## src/hw/rtl/btbp_pkg.sv

```systemverilog
// ----------------------------------------------------------------------------
// btbp_pkg
// Shared types and constants for the two-level branch predictor with BTB.
// ----------------------------------------------------------------------------
package btbp_pkg;

   // configuration register indexes (byte address = 4 * index)
   localparam logic [2:0] REG_ENTRIES_LOG2   = 3'd0;
   localparam logic [2:0] REG_HISTORY_LEN    = 3'd1;
   localparam logic [2:0] REG_TAG_WIDTH      = 3'd2;
   localparam logic [2:0] REG_COUNTER_INIT   = 3'd3;
   localparam logic [2:0] REG_GLOBAL_HISTORY = 3'd4;
   localparam logic [2:0] REG_GLOBAL_TABLE   = 3'd5;
   localparam logic [2:0] REG_SHARE_MODE     = 3'd6;

   localparam int CSR_ADDR_W = 5;

   // global table index modes
   localparam logic [1:0] SHARE_HIST   = 2'd0;
   localparam logic [1:0] SHARE_GSHARE = 2'd1;
   localparam logic [1:0] SHARE_LSHARE = 2'd2;

   localparam logic [1:0] CNT_MAX = 2'd3;
   localparam logic [1:0] CNT_MIN = 2'd0;
   localparam logic [1:0] CNT_WEAK_NT = 2'd1;
   localparam logic [31:0] PC_STEP = 32'd4;

   typedef struct packed {
      logic [2:0] entries_log2;
      logic [3:0] history_len;
      logic [4:0] tag_width;
      logic [1:0] counter_init;
      logic       global_history;
      logic       global_table;
      logic [1:0] share_mode;
   } cfg_type;

   typedef enum logic [8:0] {
      ST_CLEAR = 9'b000000001,
      ST_IDLE  = 9'b000000010,
      ST_LOOK  = 9'b000000100,
      ST_PRED  = 9'b000001000,
      ST_UPD   = 9'b000010000,
      ST_FILL  = 9'b000100000,
      ST_READ  = 9'b001000000,
      ST_TRAIN = 9'b010000000,
      ST_DONE  = 9'b100000000
   } state_type;

   typedef struct packed {
      logic capture;
      logic clr_start;
      logic clear_wr;
      logic look;
      logic pred;
      logic upd;
      logic fill_wr;
      logic rd_ci;
      logic train;
      logic load_out;
   } cmd_type;

   typedef struct packed {
      logic in_update;
      logic fill_needed;
      logic clear_last;
      logic fill_last;
      logic out_free;
   } sts_type;

endpackage

```

## src/hw/rtl/btbp_ctrl.sv

```systemverilog
// ----------------------------------------------------------------------------
// btbp_ctrl
// Sequencer: clear sweep, predict lookup, update with optional row fill.
// ----------------------------------------------------------------------------
module btbp_ctrl (
   input  logic              clock,
   input  logic              reset,
   input  logic              req_valid,
   input  logic              init_wr,
   input  btbp_pkg::sts_type sts,
   output btbp_pkg::cmd_type cmd,
   output logic              req_ready
);
   btbp_pkg::state_type state_ff, state_in;

   assign req_ready = (state_ff == btbp_pkg::ST_IDLE);

   always_comb begin
      cmd           = '0;
      cmd.capture   = (state_ff == btbp_pkg::ST_IDLE) && req_valid;
      cmd.clr_start = init_wr;
      cmd.clear_wr  = (state_ff == btbp_pkg::ST_CLEAR);
      cmd.look      = (state_ff == btbp_pkg::ST_LOOK);
      cmd.pred      = (state_ff == btbp_pkg::ST_PRED);
      cmd.upd       = (state_ff == btbp_pkg::ST_UPD);
      cmd.fill_wr   = (state_ff == btbp_pkg::ST_FILL);
      cmd.rd_ci     = (state_ff == btbp_pkg::ST_READ);
      cmd.train     = (state_ff == btbp_pkg::ST_TRAIN);
      cmd.load_out  = (state_ff == btbp_pkg::ST_DONE) && sts.out_free;
   end

   always_comb begin
      state_in = state_ff;
      unique case (state_ff)
         btbp_pkg::ST_CLEAR: if (sts.clear_last) state_in = btbp_pkg::ST_IDLE;
         btbp_pkg::ST_IDLE: begin
            if (req_valid)
               state_in = sts.in_update ? btbp_pkg::ST_UPD : btbp_pkg::ST_LOOK;
         end
         btbp_pkg::ST_LOOK: state_in = btbp_pkg::ST_PRED;
         btbp_pkg::ST_PRED: state_in = btbp_pkg::ST_DONE;
         btbp_pkg::ST_UPD: begin
            state_in = sts.fill_needed ? btbp_pkg::ST_FILL : btbp_pkg::ST_READ;
         end
         btbp_pkg::ST_FILL: if (sts.fill_last) state_in = btbp_pkg::ST_READ;
         btbp_pkg::ST_READ: state_in = btbp_pkg::ST_TRAIN;
         btbp_pkg::ST_TRAIN: state_in = btbp_pkg::ST_DONE;
         btbp_pkg::ST_DONE: if (sts.out_free) state_in = btbp_pkg::ST_IDLE;
         default: state_in = btbp_pkg::ST_CLEAR;
      endcase
      if (init_wr) state_in = btbp_pkg::ST_CLEAR;
   end

   always_ff @(posedge clock) begin
      if (reset) state_ff <= btbp_pkg::ST_CLEAR;
      else       state_ff <= state_in;
   end

   a_fill_exit: assert property (@(posedge clock) disable iff (reset)
      (state_ff == btbp_pkg::ST_FILL && sts.fill_last && !init_wr)
      |=> state_ff == btbp_pkg::ST_READ)
      else $error("fill sweep did not hand over to counter read");

   a_accept_route: assert property (@(posedge clock) disable iff (reset)
      (cmd.capture && !init_wr) |=>
      (state_ff == btbp_pkg::ST_LOOK || state_ff == btbp_pkg::ST_UPD))
      else $error("accepted request not dispatched");

   a_no_accept_clear: assert property (@(posedge clock) disable iff (reset)
      (state_ff == btbp_pkg::ST_CLEAR) |-> !req_ready)
      else $error("request taken during clear sweep");
endmodule

```

## config.mk

```make
export PLATFORM = sky130hd
export DESIGN_NAME = btbp_ctrl
export DESIGN_NICKNAME = d
export VERILOG_FILES = /design/src/hw/rtl/btbp_pkg.sv /design/src/hw/rtl/btbp_ctrl.sv
export SDC_FILE = /design/constraint.sdc
export NUM_CORES = 1
export LEC_CHECK = 0
export ABC_AREA = 1
export BUFFER_PORTS_ARGS = -buffer_cell sky130_fd_sc_hd__buf_2
export CORE_UTILIZATION = 45
export CTS_CLUSTER_SIZE = 10
export DETAILED_ROUTE_END_ITERATION = 10
export PLACE_DENSITY = 0.72
export SLEW_MARGIN = 20
export SYNTH_ARGS = -nofsm -noshare
export SYNTH_HDL_FRONTEND = slang
export SYNTH_SLANG_ARGS = --single-unit
```

## constraint.sdc

```tcl
create_clock -name clock -period 1.58 [get_ports clock]
set_input_delay 0.316 -clock clock [delete_from_list [all_inputs] [get_ports clock]]
set_output_delay 0.316 -clock clock [all_outputs]
set_load 0.01 [all_outputs]
```

==> results.md <==
Route:
- In this run the remaining antenna-violating nets after routing total 0.
- Summing over every cut layer, the via total after detailed routing is 698.
- The first routing iteration left 19 violations.
- After detailed routing, the number of vias per cell comes to 4.685.
- The first detailed-routing pass took 4 iterations.
- The number of remaining DRC errors is 0.
- After detailed routing, the total wire length is 1.576 mm.
- After detailed routing, the average wire length per cell comes to 10.58 um.

Clock network:
- The clock reaches the later pin of the worst-skew pair after 0.25 ns.
- The cell sitting at the root of the clock tree is a sky130_fd_sc_hd__clkbuf_4.
- CTS built an H-tree with a depth of 1.
- The clock slew at the register clock pins of the worst setup and hold paths is 0.07 ns.
- The TritonCTS clock tree is done.
- The number of buffers inserted for hold repair after clock tree synthesis is 0.
- The number of CTS-inserted buffers is 3.
- The number of buffers between clock root and the deepest sink is 2.
- The clock sink total is 9.

STA:
- The number of max-slew violations in the final report is 0.
- The final clock skew is 0.01234 ns.
- The post-route worst setup slack is -0.04781 ns.
- The final count of hold timing violations is 0.
- At the pin with the least slew margin, the transition time is 0.4856 ns.
- The minimum clock period is 1.628 ns.
- The final worst-path cycle share is 1.030.
- The worst slack on hold paths is 0.3258 ns.
- Setup repair after global routing could not meet its margin everywhere.
- For this run, the top clock speed supported by timing is 614.3 MHz.
- The total of endpoints with negative setup slack in the final report is 5.
- The relative slew slack is 0.6751.

Critical path:
- The critical path endpoint category is a primary output.
- The largest stage delay on the critical path is 0.35 ns.
- For the worst setup path, the data required time is 1.26 ns.
- The signal on the critical path passes through buf_4 -> inv_1 -> nand3_1 -> nor2_4 -> buf_2.
- The number of buffers and inverters on the critical path is 3.
- The startpoint kind of the worst setup timing path is a flop.
- The register-to-register setup slack is 0.12 ns.
- The worst endpoint data arrival time is 1.31 ns.
- Of all nets on the critical path, the largest fanout is 3.
- The worst setup path is of the flop to primary output kind.
- Among all stages on the critical path, the largest delay is contributed by sky130_fd_sc_hd__dfxtp_2.
- The family with the most delay on the worst path is simple AND/OR/NAND/NOR gates.

Global routing:
- Entering global routing, the biggest net connects 8 pins.
- The initial antenna violation count is 0.
- In the global route stage, overall resource usage came out at 0.2144.
- The residual overflow from global routing is 0.
- The first global-routing pass estimated 2.297 mm of wire.
- The via count of the first global-routing pass is 576.

Die:
- The starting density of the core is 0.4875.
- In this run the standard cell core region covers 0.001301 mm^2.
- The initialized floorplan defines 13 standard-cell rows.
- Pin placement for this block handled 20 I/O pins.
- The die outline height is 39.55 um.
- The die is 39.55 um wide.
- The full die area is 0.001564 mm^2.

Run status:
- The final reports fail on setup timing.
- The run finished, with violations left.

Logic synthesis:
- Summed over all instances, the cell type with the most area after synthesis is sky130_fd_sc_hd__dfxtp_1.
- Counting flops with a built-in enable in the synthesized netlist gives 0.
- Synthesis produced a netlist with a net count of 112.
- Of the post-synthesis cell area, the dominant cell type holds 0.2840.
- The async set-reset flop share out of synthesis is 0.
- The Yosys step of the flow raised 0 warnings.
- In the synthesized netlist the dominant register cell turns out to be sky130_fd_sc_hd__dfxtp_1.
- The synthesized netlist occupies a cell area of 634.4 um^2.
- The number of standard cells after synthesis is 103.
- The sequential area share after synthesis is 0.2840.
- Counting flops and latches in the post-synthesis netlist gives 9.
- Sorting the synthesized cells by area gives the leading types as sky130_fd_sc_hd__dfxtp_1 (28%), sky130_fd_sc_hd__inv_1 (14%), sky130_fd_sc_hd__nor2_1 (10%), sky130_fd_sc_hd__nand2_1 (8.9%), sky130_fd_sc_hd__nor2_4 (8.9%).
- Counting distinct cell types in the post-synthesis netlist gives 18.
- After synthesis, the most frequently instantiated cells are sky130_fd_sc_hd__inv_1 (24), sky130_fd_sc_hd__nor2_1 (17), sky130_fd_sc_hd__nand2_1 (15), sky130_fd_sc_hd__nand3_1 (11), sky130_fd_sc_hd__dfxtp_1 (9).
- The average cell area after synthesis is 6.159 um^2.
- The most repeated cell in the gate-level netlist after synthesis is sky130_fd_sc_hd__inv_1.

Layout:
- The share of layout cells above drive strength 1 is 0.4701.
- The final instance area is 908.4 um^2.
- The utilization after layout is 0.6981.
- The area added between synthesis and finish is 43.20%.
- The largest registers in the layout are state_ff: 9 flops.
- After filler insertion, the fill cell instance count of the layout stands at 110.
- The number of nets in the finished design is 144.
- The register with the most flip-flops in the layout has 9 of them.
- The number of antenna diodes in the final layout is 0.
- state_ff holds more flip-flops than any other register.

Pwr:
- Of the total power, the clock network draws 0.323.
- The register share of total power is 0.456.
- Of the total power, combinational logic draws 0.221.
- The power per cell area is 581.1 mW/mm^2.
- In this run the static leakage power is 0.5070 nW.
- The net switching power figure is 0.1514 mW.
- The peak supply drop is 0.6292 mV.
- The switching part of the total is 0.2868.
- The internal cell power is 0.3765 mW.

Placed design:
- The cell area reported after detailed placement is 740.7 um^2.
- After legalization and detailed placement, the total HPWL measured 1.158 mm.
- Port buffering added 19 buffers.
- The congestion estimate from routability-driven global placement came to 0.8501.

Hold path:
- The worst min-delay path class is input pin to flop.

Job:
- The tool flagged a number of max-cap violations equal to 0.
stage by stage:
stage	setup slack (ns)	power, mW	TNS, ns	cells
final	-0.04781	0.5279	-0.1469	149
after global routing	-0.1024	0.5563	-0.7312	149
after CTS	-0.03549	0.5209	-0.1298	144
after detailed placement	0.1845	0.3429	0	136
after global placement	0.1898	0.3415	0	136
after floorplan	0.3433	0.3154	0	103
power by group through the flow:
stage | clock [mW] | sequential, mW | combinational (mW)
4_1_cts | 0.175 | 0.238 | 0.108
6_report | 0.170 | 0.241 | 0.117
2_1_floorplan | 0 | 0.242 | 0.0733
3_5_place_dp | 0 | 0.243 | 0.0996
3_3_place_gp | 0 | 0.243 | 0.0984
5_1_grt | 0.188 | 0.241 | 0.128
per-layer routing:
metal	track usage	up-vias	wire, um
met4	0.01724	0	0
li1	-	372	-
met1	0.2662	301	719
met5	0	-	0
met2	0.3893	25	771
met3	0.03977	0	85
timing repair:
item / 4_1_cts / 5_1_grt
endpoints found under the setup margin: 8 / 10
resized for setup: 6 / 18
pin swaps: 7 / 5
buffers inserted: 4 / 5
final timing paths:
check | from | end | cells past startpoint
worst max-delay path | state_ff[5]$_SDFFE_PP0P_ | cmd[4] | 5
worst min register to register | state_ff[5]$_SDFFE_PP0P_ | state_ff[5]$_SDFFE_PP0P_ | 2
worst min-delay path | sts[4] | state_ff[4]$_SDFFE_PP0P_ | 3
worst max register to register | state_ff[7]$_SDFFE_PP0P_ | state_ff[1]$_SDFFE_PP0P_ | 10
cell usage in the layout, fill, tap and decap left out, types with 6 or more instances in the layout:
cell / instances
sky130_fd_sc_hd__buf_4: 9
sky130_fd_sc_hd__nand2_1: 13
sky130_fd_sc_hd__buf_2: 16
sky130_fd_sc_hd__nor2_4: 9
sky130_fd_sc_hd__nand3_1: 10
sky130_fd_sc_hd__nand2_2: 6
sky130_fd_sc_hd__nor2_1: 13
sky130_fd_sc_hd__inv_1: 22
sky130_fd_sc_hd__dfxtp_2: 6
worst register-to-register path: cells and delay by family (launching register included):
kind / cells / cell delay, ns
AO/OA/AOI/OAI: 1 / 0.13
AND/OR/NAND/NOR: 7 / 0.74
buffers and inverters: 2 / 0.19
flip-flops: 1 / 0.34
area by class of cell:
class	instances	area [um^2]	share of cell area
clock buffers	4	26.28	0.02893
inverters	26	100.1	0.1102
repair buffers	28	181.4	0.1997
flip-flops and latches	9	187.7	0.2066
multi-input cells	67	394.1	0.4339
well taps	15	18.77	0.02066
cell families after synthesis:
kind of cell,Yosys count,synth area share
AOI/OAI and AO/OA,6,0.06115
buffers and inverters,27,0.1657
DFF,9,0.2840
and+or+nand+nor,61,0.4891
Note: power is estimated with default switching activity, not from simulation.
