$ cat config.mk
export PLATFORM = sky130hd
export DESIGN_NAME = btbp_csr
export DESIGN_NICKNAME = d
export VERILOG_FILES = /design/src/hw/rtl/btbp_pkg.sv /design/src/hw/rtl/btbp_csr.sv
export SDC_FILE = /design/constraint.sdc
export NUM_CORES = 1
export LEC_CHECK = 0
export BUFFER_PORTS_ARGS = -buffer_cell sky130_fd_sc_hd__buf_2
export CAP_MARGIN = 20
export CORE_ASPECT_RATIO = 1.2
export CORE_UTILIZATION = 35
export DETAILED_ROUTE_END_ITERATION = 8
export PLACE_DENSITY_LB_ADDON = 0.08
export SYNTH_ARGS = -nofsm -noshare
export SYNTH_HDL_FRONTEND = slang
export SYNTH_SLANG_ARGS = --single-unit
$ cat constraint.sdc
create_clock -name clock -period 0.85 [get_ports clock]
set_input_delay 0.0425 -clock clock [delete_from_list [all_inputs] [get_ports clock]]
set_output_delay 0.0425 -clock clock [all_outputs]
set_load 0.03 [all_outputs]
$ cat src/hw/rtl/btbp_pkg.sv
// ----------------------------------------------------------------------------
// btbp_pkg
// Shared types and constants for the two-level branch predictor with BTB.
// ----------------------------------------------------------------------------
package btbp_pkg;

   // configuration register indexes (byte address = 4 * index)
   localparam logic [2:0] REG_ENTRIES_LOG2   = 3'd0;
   localparam logic [2:0] REG_HISTORY_LEN    = 3'd1;
   localparam logic [2:0] REG_TAG_WIDTH      = 3'd2;
   localparam logic [2:0] REG_COUNTER_INIT   = 3'd3;
   localparam logic [2:0] REG_GLOBAL_HISTORY = 3'd4;
   localparam logic [2:0] REG_GLOBAL_TABLE   = 3'd5;
   localparam logic [2:0] REG_SHARE_MODE     = 3'd6;

   localparam int CSR_ADDR_W = 5;

   // global table index modes
   localparam logic [1:0] SHARE_HIST   = 2'd0;
   localparam logic [1:0] SHARE_GSHARE = 2'd1;
   localparam logic [1:0] SHARE_LSHARE = 2'd2;

   localparam logic [1:0] CNT_MAX = 2'd3;
   localparam logic [1:0] CNT_MIN = 2'd0;
   localparam logic [1:0] CNT_WEAK_NT = 2'd1;
   localparam logic [31:0] PC_STEP = 32'd4;

   typedef struct packed {
      logic [2:0] entries_log2;
      logic [3:0] history_len;
      logic [4:0] tag_width;
      logic [1:0] counter_init;
      logic       global_history;
      logic       global_table;
      logic [1:0] share_mode;
   } cfg_type;

   typedef enum logic [8:0] {
      ST_CLEAR = 9'b000000001,
      ST_IDLE  = 9'b000000010,
      ST_LOOK  = 9'b000000100,
      ST_PRED  = 9'b000001000,
      ST_UPD   = 9'b000010000,
      ST_FILL  = 9'b000100000,
      ST_READ  = 9'b001000000,
      ST_TRAIN = 9'b010000000,
      ST_DONE  = 9'b100000000
   } state_type;

   typedef struct packed {
      logic capture;
      logic clr_start;
      logic clear_wr;
      logic look;
      logic pred;
      logic upd;
      logic fill_wr;
      logic rd_ci;
      logic train;
      logic load_out;
   } cmd_type;

   typedef struct packed {
      logic in_update;
      logic fill_needed;
      logic clear_last;
      logic fill_last;
      logic out_free;
   } sts_type;

endpackage

$ cat src/hw/rtl/btbp_csr.sv
// ----------------------------------------------------------------------------
// btbp_csr
// APB-style configuration registers.
// ----------------------------------------------------------------------------
module btbp_csr (
   input  logic                                 clock,
   input  logic                                 reset,
   input  logic                                 psel,
   input  logic                                 penable,
   input  logic                                 pwrite,
   input  logic [btbp_pkg::CSR_ADDR_W-1:0]      paddr,
   input  logic [31:0]                          pwdata,
   output logic [31:0]                          prdata,
   output logic                                 pready,
   output btbp_pkg::cfg_type                    cfg,
   output logic                                 init_wr
);
   btbp_pkg::cfg_type cfg_ff, cfg_in;
   logic              wr;
   logic [2:0]        idx;

   assign pready = 1'b1;
   assign idx    = paddr[4:2];
   assign wr     = psel & penable & pwrite;
   assign init_wr = wr && (idx == btbp_pkg::REG_COUNTER_INIT);
   assign cfg    = cfg_ff;

   always_comb begin
      cfg_in = cfg_ff;
      if (wr) begin
         unique case (idx)
            btbp_pkg::REG_ENTRIES_LOG2:   cfg_in.entries_log2   = pwdata[2:0];
            btbp_pkg::REG_HISTORY_LEN:    cfg_in.history_len    = pwdata[3:0];
            btbp_pkg::REG_TAG_WIDTH:      cfg_in.tag_width      = pwdata[4:0];
            btbp_pkg::REG_COUNTER_INIT:   cfg_in.counter_init   = pwdata[1:0];
            btbp_pkg::REG_GLOBAL_HISTORY: cfg_in.global_history = pwdata[0];
            btbp_pkg::REG_GLOBAL_TABLE:   cfg_in.global_table   = pwdata[0];
            btbp_pkg::REG_SHARE_MODE:     cfg_in.share_mode     = pwdata[1:0];
            default: ;
         endcase
      end
   end

   always_comb begin
      prdata = 32'd0;
      unique case (idx)
         btbp_pkg::REG_ENTRIES_LOG2:   prdata = {29'd0, cfg_ff.entries_log2};
         btbp_pkg::REG_HISTORY_LEN:    prdata = {28'd0, cfg_ff.history_len};
         btbp_pkg::REG_TAG_WIDTH:      prdata = {27'd0, cfg_ff.tag_width};
         btbp_pkg::REG_COUNTER_INIT:   prdata = {30'd0, cfg_ff.counter_init};
         btbp_pkg::REG_GLOBAL_HISTORY: prdata = {31'd0, cfg_ff.global_history};
         btbp_pkg::REG_GLOBAL_TABLE:   prdata = {31'd0, cfg_ff.global_table};
         btbp_pkg::REG_SHARE_MODE:     prdata = {30'd0, cfg_ff.share_mode};
         default: prdata = 32'd0;
      endcase
   end

   always_ff @(posedge clock) begin
      if (reset) begin
         cfg_ff.entries_log2   <= 3'd4;
         cfg_ff.history_len    <= 4'd2;
         cfg_ff.tag_width      <= 5'd8;
         cfg_ff.counter_init   <= btbp_pkg::CNT_WEAK_NT;
         cfg_ff.global_history <= 1'b0;
         cfg_ff.global_table   <= 1'b0;
         cfg_ff.share_mode     <= btbp_pkg::SHARE_HIST;
      end else begin
         cfg_ff <= cfg_in;
      end
   end
endmodule

==> reports/summary.txt, run 1 <==
Status -> complete, but fails checks
Failing checks -> negative setup slack
Crit path from -> cfg[6]
CP arrival -> 1.35 ns
R2R Setup Slk -> 0.05 ns
Final period util -> 164%
Gr ovfl total -> 0
Dominant cells by area after synthesis -> dfxtp_1, buf_4, mux2i_1
Register area -> 400 um^2
Worst-path clk slew -> 0.11 ns
Yosys reg bits -> 18
Die width -> 55.5 um
Cells after Synth -> 136
Hold_ws -> 0.00315 ns
Endpoint class of the critical path -> primary output
Clock Skew -> 0 ns
Syn_area_per_cell -> 8.83 um^2
Sequential fraction of the synthesis area -> 30.0%
Critical path class -> reg2out
Count leader, synth -> buf_4
DR vias -> 1108
Total I/O pin count -> 94
CTS Buf Count -> 3
CTS tree -> done
Fillers -> 296
Reg2reg start -> cfg[17]
CTS H-tree depth -> 1
Row count -> 22
Gr usage total -> 18.6%
Asr flop ratio synth -> 0%
Crit path time final -> 1.39 ns
Final nets -> 246
Core ar. -> 3170 um^2
Unique masters post-synth -> 31
Largest net degree at the start of global routing -> 12
IO buf count -> 36
Crit Path Max Fanout -> 2
Average wire per standard cell -> 13.5 um
Final Wtd Congestion -> 0.766
R2R depth -> 4
Data required, critical path -> 0.81 ns
CTS Buffer Depth -> 2
Clock latency on the worst-skew pair -> 0.30 ns
# diodes -> 0
Design Area, Final -> 1920 um^2
Final setup violation count -> 18
Placed Cells -> 228
Via density -> 4.64
Layout Cells excl Fill -> 239
Max IR drop VDD -> 0.000767 V
Worst Setup Start Kind -> flop
Post-Route Utilization -> 60.7%
Starting DRC count in detailed routing -> 9
DRC viols -> 0
Setup_tns -> -3.00 ns
Synthesized cell area -> 1200 um^2
Slew Viols, Final -> 0
Setup Slack @ Placement -> -0.277 ns
Placed wire-length estimate -> 2370 um
Post-synth EDFFs -> 0
YS warnings -> 0
RSZ-0062 raised after global routing -> true
PwrDens -> 999 nW/um^2
Final hold vios -> 0
Leakage -> 0.944 nW
Global-route wire length before repair -> 5290 um
Die Y -> 66.2 um
Layout area overhead -> 59.9%
Layout cells sized above 1 -> 57.1%
Full die area -> 3670 um^2
Initial core utilization -> 37.9%
CTS sink cnt -> 18
Top cells by count, synth -> buf_4, dfxtp_1, nand2b_1
Power, Total -> 1.92 mW
CTS Root Cell -> clkbuf_4
Min-Delay Path Class -> in2reg
Multi-input logic area -> 746 um^2
Post-synth top area share -> 30.0%
PnR worst setup slack -> -0.544 ns
Initial antenna violation count -> 0
DP Area -> 1580 um^2
Max FFs per register -> 18
Vias in the first global route -> 1098
Drt total wl -> 3240 um
Detail Route Antenna Nets -> 0
Critical Path Sink -> prdata[0]
Top FF cell, synth -> dfxtp_1
Yosys top cell by area -> dfxtp_1
Fmax -> 718 MHz
Max Cap Viol -> 0
R2r endpoint -> cfg[17]
First-pass DRT Iterations -> 3
## timing repair
item | 4_1_cts | 5_1_grt
gates resized for setup | 68 | 13
pin swaps | 4 | 5
hold buffers | 1 | 0
endpoints found under the setup margin | 24 | 28
hold endpoints to repair | 1 | 0
buffers inserted | 3 | 8
## worst max-delay path, stage by stage, from the launching register on
cell     delay [ns]
dfxtp_4        0.36
mux2_4         0.27
a32oi_2        0.18
o21ai_2        0.09
buf_6          0.14
## layout by cell type, fill, tap and decap left out, types with 2 or more instances in the layout
cell / count
nor2_2: 2
dfxtp_4: 7
a211o_1: 2
conb_1: 28
and3_4: 4
a22oi_2: 2
dfxtp_2: 11
mux2_4: 2
nand2_4: 2
nand2_1: 2
mux2i_1: 12
clkbuf_4: 3
mux2_1: 2
nor2_1: 5
buf_6: 39
buf_4: 22
nand2b_1: 16
o21ai_1: 3
nand3_1: 3
buf_2: 11
a21oi_1: 4
## worst min path at each step
stage	from	endpoint	slack, ns	cells past startpoint
floorplan	pwdata[0]	cfg[0]	0.18	2
global placement	pwdata[4]	cfg[10]	0.30	3
detailed placement	pwdata[4]	cfg[10]	0.32	3
global route	pwdata[1]	cfg[1]	0.003	3
finish	pwdata[2]	cfg[17]	0.003	3
CTS	pwdata[2]	cfg[17]	0.001	3
## layout make-up
cell class	count	area share, %
multi-input combinational	106	38.8
timing repair buffer	74	35.9
sequential	18	20.8
tap	36	2.35
clock buffer	4	1.89
inverter	1	0.195
## cell families (layout without fill, tap and decap cells)
| family | Yosys count | after routing | synth area share [%] |
|---|---|---|---|
| other cells | 2 | 28 | 0.625 |
| flops | 18 | 18 | 30.0 |
| buf+inv | 38 | 79 | 23.4 |
| simple gates | 44 | 44 | 22.1 |
| compound gates | 17 | 17 | 9.27 |
| mux | 17 | 17 | 14.6 |
## where the power goes
part / total (mW) / internal [mW] / switching, mW
Sequential: 0.836 / 0.830 / 0.00585
Combinational: 0.530 / 0.185 / 0.345
Clock: 0.553 / 0.261 / 0.291
Total: 1.92 / 1.28 / 0.642
## routing by layer
layer  up-vias  GRT usage [%]  part of all wire (%)
met5         -              0                     0
met4         0           8.13                   1.9
met3         7           2.94                   3.4
met2        36           33.4                    52
met1       523           21.8                    42
li1        542              -                     -
Power figures use the tool's default switching activity.
==> run 2, diff against run 1 <==
--- a/config.mk
+++ b/config.mk
@@ -5,11 +5,11 @@
 export SDC_FILE = /design/constraint.sdc
 export NUM_CORES = 1
 export LEC_CHECK = 0
-export BUFFER_PORTS_ARGS = -buffer_cell sky130_fd_sc_hd__buf_2
 export CAP_MARGIN = 20
 export CORE_ASPECT_RATIO = 1.2
-export CORE_UTILIZATION = 35
+export CORE_UTILIZATION = 40
 export DETAILED_ROUTE_END_ITERATION = 8
+export DONT_BUFFER_PORTS = 1
 export PLACE_DENSITY_LB_ADDON = 0.08
 export SYNTH_ARGS = -nofsm -noshare
 export SYNTH_HDL_FRONTEND = slang
==> run 2 against run 1 <==
The flow finishes with violations (negative hold slack, negative setup slack). Highest routed layer unchanged. Clock skew is the same. Flip-flop and latch count is the same. Critical endpoint is now prdata[1]. Critical path type unchanged. Non-clock buffer count shrank 30. Core utilization grew 0.16 points.
==> reports/summary.txt, run 2 (same netlist as run 1, synthesis figures left out) <==
Power, Total -> 1.74 mW
PnR worst setup slack -> -0.513 ns
Sw power -> 0.586 mW
Average wire per standard cell -> 14.2 um
CP Cell Sequence -> mux2_4, a22oi_2, o22ai_2, buf_6
Hold_ws -> -0.0226 ns
Worst Hold Depth -> 3
Reg2reg start -> cfg[12]
Gr usage total -> 19.2%
IO buf count -> 0
PwrDens -> 1020 nW/um^2
Hold Path Origin -> paddr[3]
Setup Slack @ Placement -> -0.237 ns
First-pass DRT Iterations -> 4
Crit path time final -> 1.36 ns
# diodes -> 0
Most frequent cells in the layout -> conb_1, buf_6, nand2b_1
Switching share of power -> 33.8%
Reg power frac -> 48.1%
Placed wire-length estimate -> 2050 um
Post-Route Utilization -> 60.8%
Drt total wl -> 2940 um
Final nets -> 216
Crit Path Max Fanout -> 2
Failing checks -> negative hold slack, negative setup slack
CP arrival -> 1.32 ns
R2R depth -> 3
RSZ-0062 raised after global routing -> true
CTS Buf Count -> 3
Setup_tns -> -2.34 ns
Final Wtd Congestion -> 0.766
Global-route wire length before repair -> 4450 um
Max Cap Viol -> 0
Final setup violation count -> 13
Most common cell after layout, fill and taps aside -> conb_1
Clock latency on the worst-skew pair -> 0.30 ns
Vias in the first global route -> 906
Worst-path clk slew -> 0.11 ns
Worst Setup Start Kind -> flop
Slew Viols, Final -> 0
Initial core utilization -> 42.7%
Status -> complete, but fails checks
Total I/O pin count -> 94
Final period util -> 160%
Pint -> 1.15 mW
Layout area overhead -> 42.4%
CTS H-tree depth -> 1
Final hold vios -> 2
Register area -> 400 um^2
CTS Buffer Depth -> 2
Fmax -> 734 MHz
R2r endpoint -> cfg[12]
CTS sink cnt -> 18
Leakage -> 0.780 nW
Clock Skew -> 0 ns
Clock power share -> 27.1%
Critical path class -> reg2out
Die width -> 52.0 um
Largest stage delay on the critical path -> 0.34 ns
Via density -> 4.83
Min-Delay Path Class -> in2reg
Starting DRC count in detailed routing -> 42
Max IR drop VDD -> 0.000615 V
Detail Route Antenna Nets -> 0
Endpoint class of the critical path -> primary output
Crit-path slowest cell -> dfxtp_2
Min-Delay Endpoint -> cfg[14]
CTS Root Cell -> clkbuf_4
Die Y -> 62.0 um
CTS tree -> done
Layout cells sized above 1 -> 46.8%
Initial antenna violation count -> 0
Core ar. -> 2810 um^2
Max FFs per register -> 18
Buf/Inv on CP -> 1
Data required, critical path -> 0.81 ns
Gr ovfl total -> 0
Largest net degree at the start of global routing -> 25
Fillers -> 263
Row count -> 21
Combinational Power Share -> 24.8%
DRC viols -> 0
Full die area -> 3230 um^2
Largest delay share family, worst path -> flip-flops
Multi-input logic area -> 781 um^2
DR vias -> 1000
R2R Setup Slk -> -0.10 ns
## run 2: layout make-up
type	instances	area share, %
tap	34	2.49
inverter	1	0.219
clock buffer	4	1.54
multi-input combinational	106	45.6
sequential	18	23.4
timing repair buffer	44	26.7
## run 2: power by group through the flow
stage	Sequential (mW)	Clock, mW	Combinational (mW)
2_1_floorplan	0.870	0	0.422
3_3_place_gp	0.856	0	0.335
3_5_place_dp	0.856	0	0.334
4_1_cts	0.838	0.472	0.408
5_1_grt	0.836	0.531	0.461
6_report	0.835	0.471	0.431
## run 2: what timing repair did
action / 4_1_cts / 5_1_grt
hold endpoints to repair: 18 / 1
hold buffers: 8 / 1
setup buffers: 2 / 6
gates cloned: 0 / 0
setup endpoints to repair: 19 / 41
resized for setup: 26 / 24
pin swaps: 6 / 6
## run 2: through the flow
| step | instances | instance area (um^2) | hold WS [ns] |
|---|---|---|---|
| 6_report | 207 | 1710 | -0.0226 |
| 5_1_grt | 207 | 1710 | 0.00406 |
| 4_1_cts | 200 | 1580 | -0.0344 |
| 3_5_place_dp | 186 | 1350 | 0.110 |
| 3_3_place_gp | 186 | 1350 | 0.109 |
| 2_1_floorplan | 162 | 1390 | 0.183 |
## run 2: how the worst max path moves through the flow
stage | startpoint | endpoint | slack, ns | cells past startpoint
2_1_floorplan | cfg[6] | prdata[0] | -0.18 | 3
3_3_place_gp | cfg[5] | prdata[1] | -0.23 | 4
3_5_place_dp | paddr[4] | cfg[5] | -0.24 | 3
4_1_cts | cfg[12] | prdata[1] | -0.52 | 4
5_1_grt | cfg[12] | prdata[1] | -0.57 | 4
6_report | cfg[12] | prdata[1] | -0.51 | 4
## run 2: worst min-delay path: cells and delay by family
kind            cells  cell delay, ns
compound gates      1            0.06
simple gates        2            0.16
## run 2: per-layer routing
layer  part of all wire, %  wire, um  up-vias  global-route usage (%)
met2                    49      1450       45                    29.5
met5                     0         0        -                       0
met1                    42      1220      468                    25.5
li1                      -         -      481                       -
met3                   7.5       222        6                    5.60
met4                   1.5        44        0                    6.95
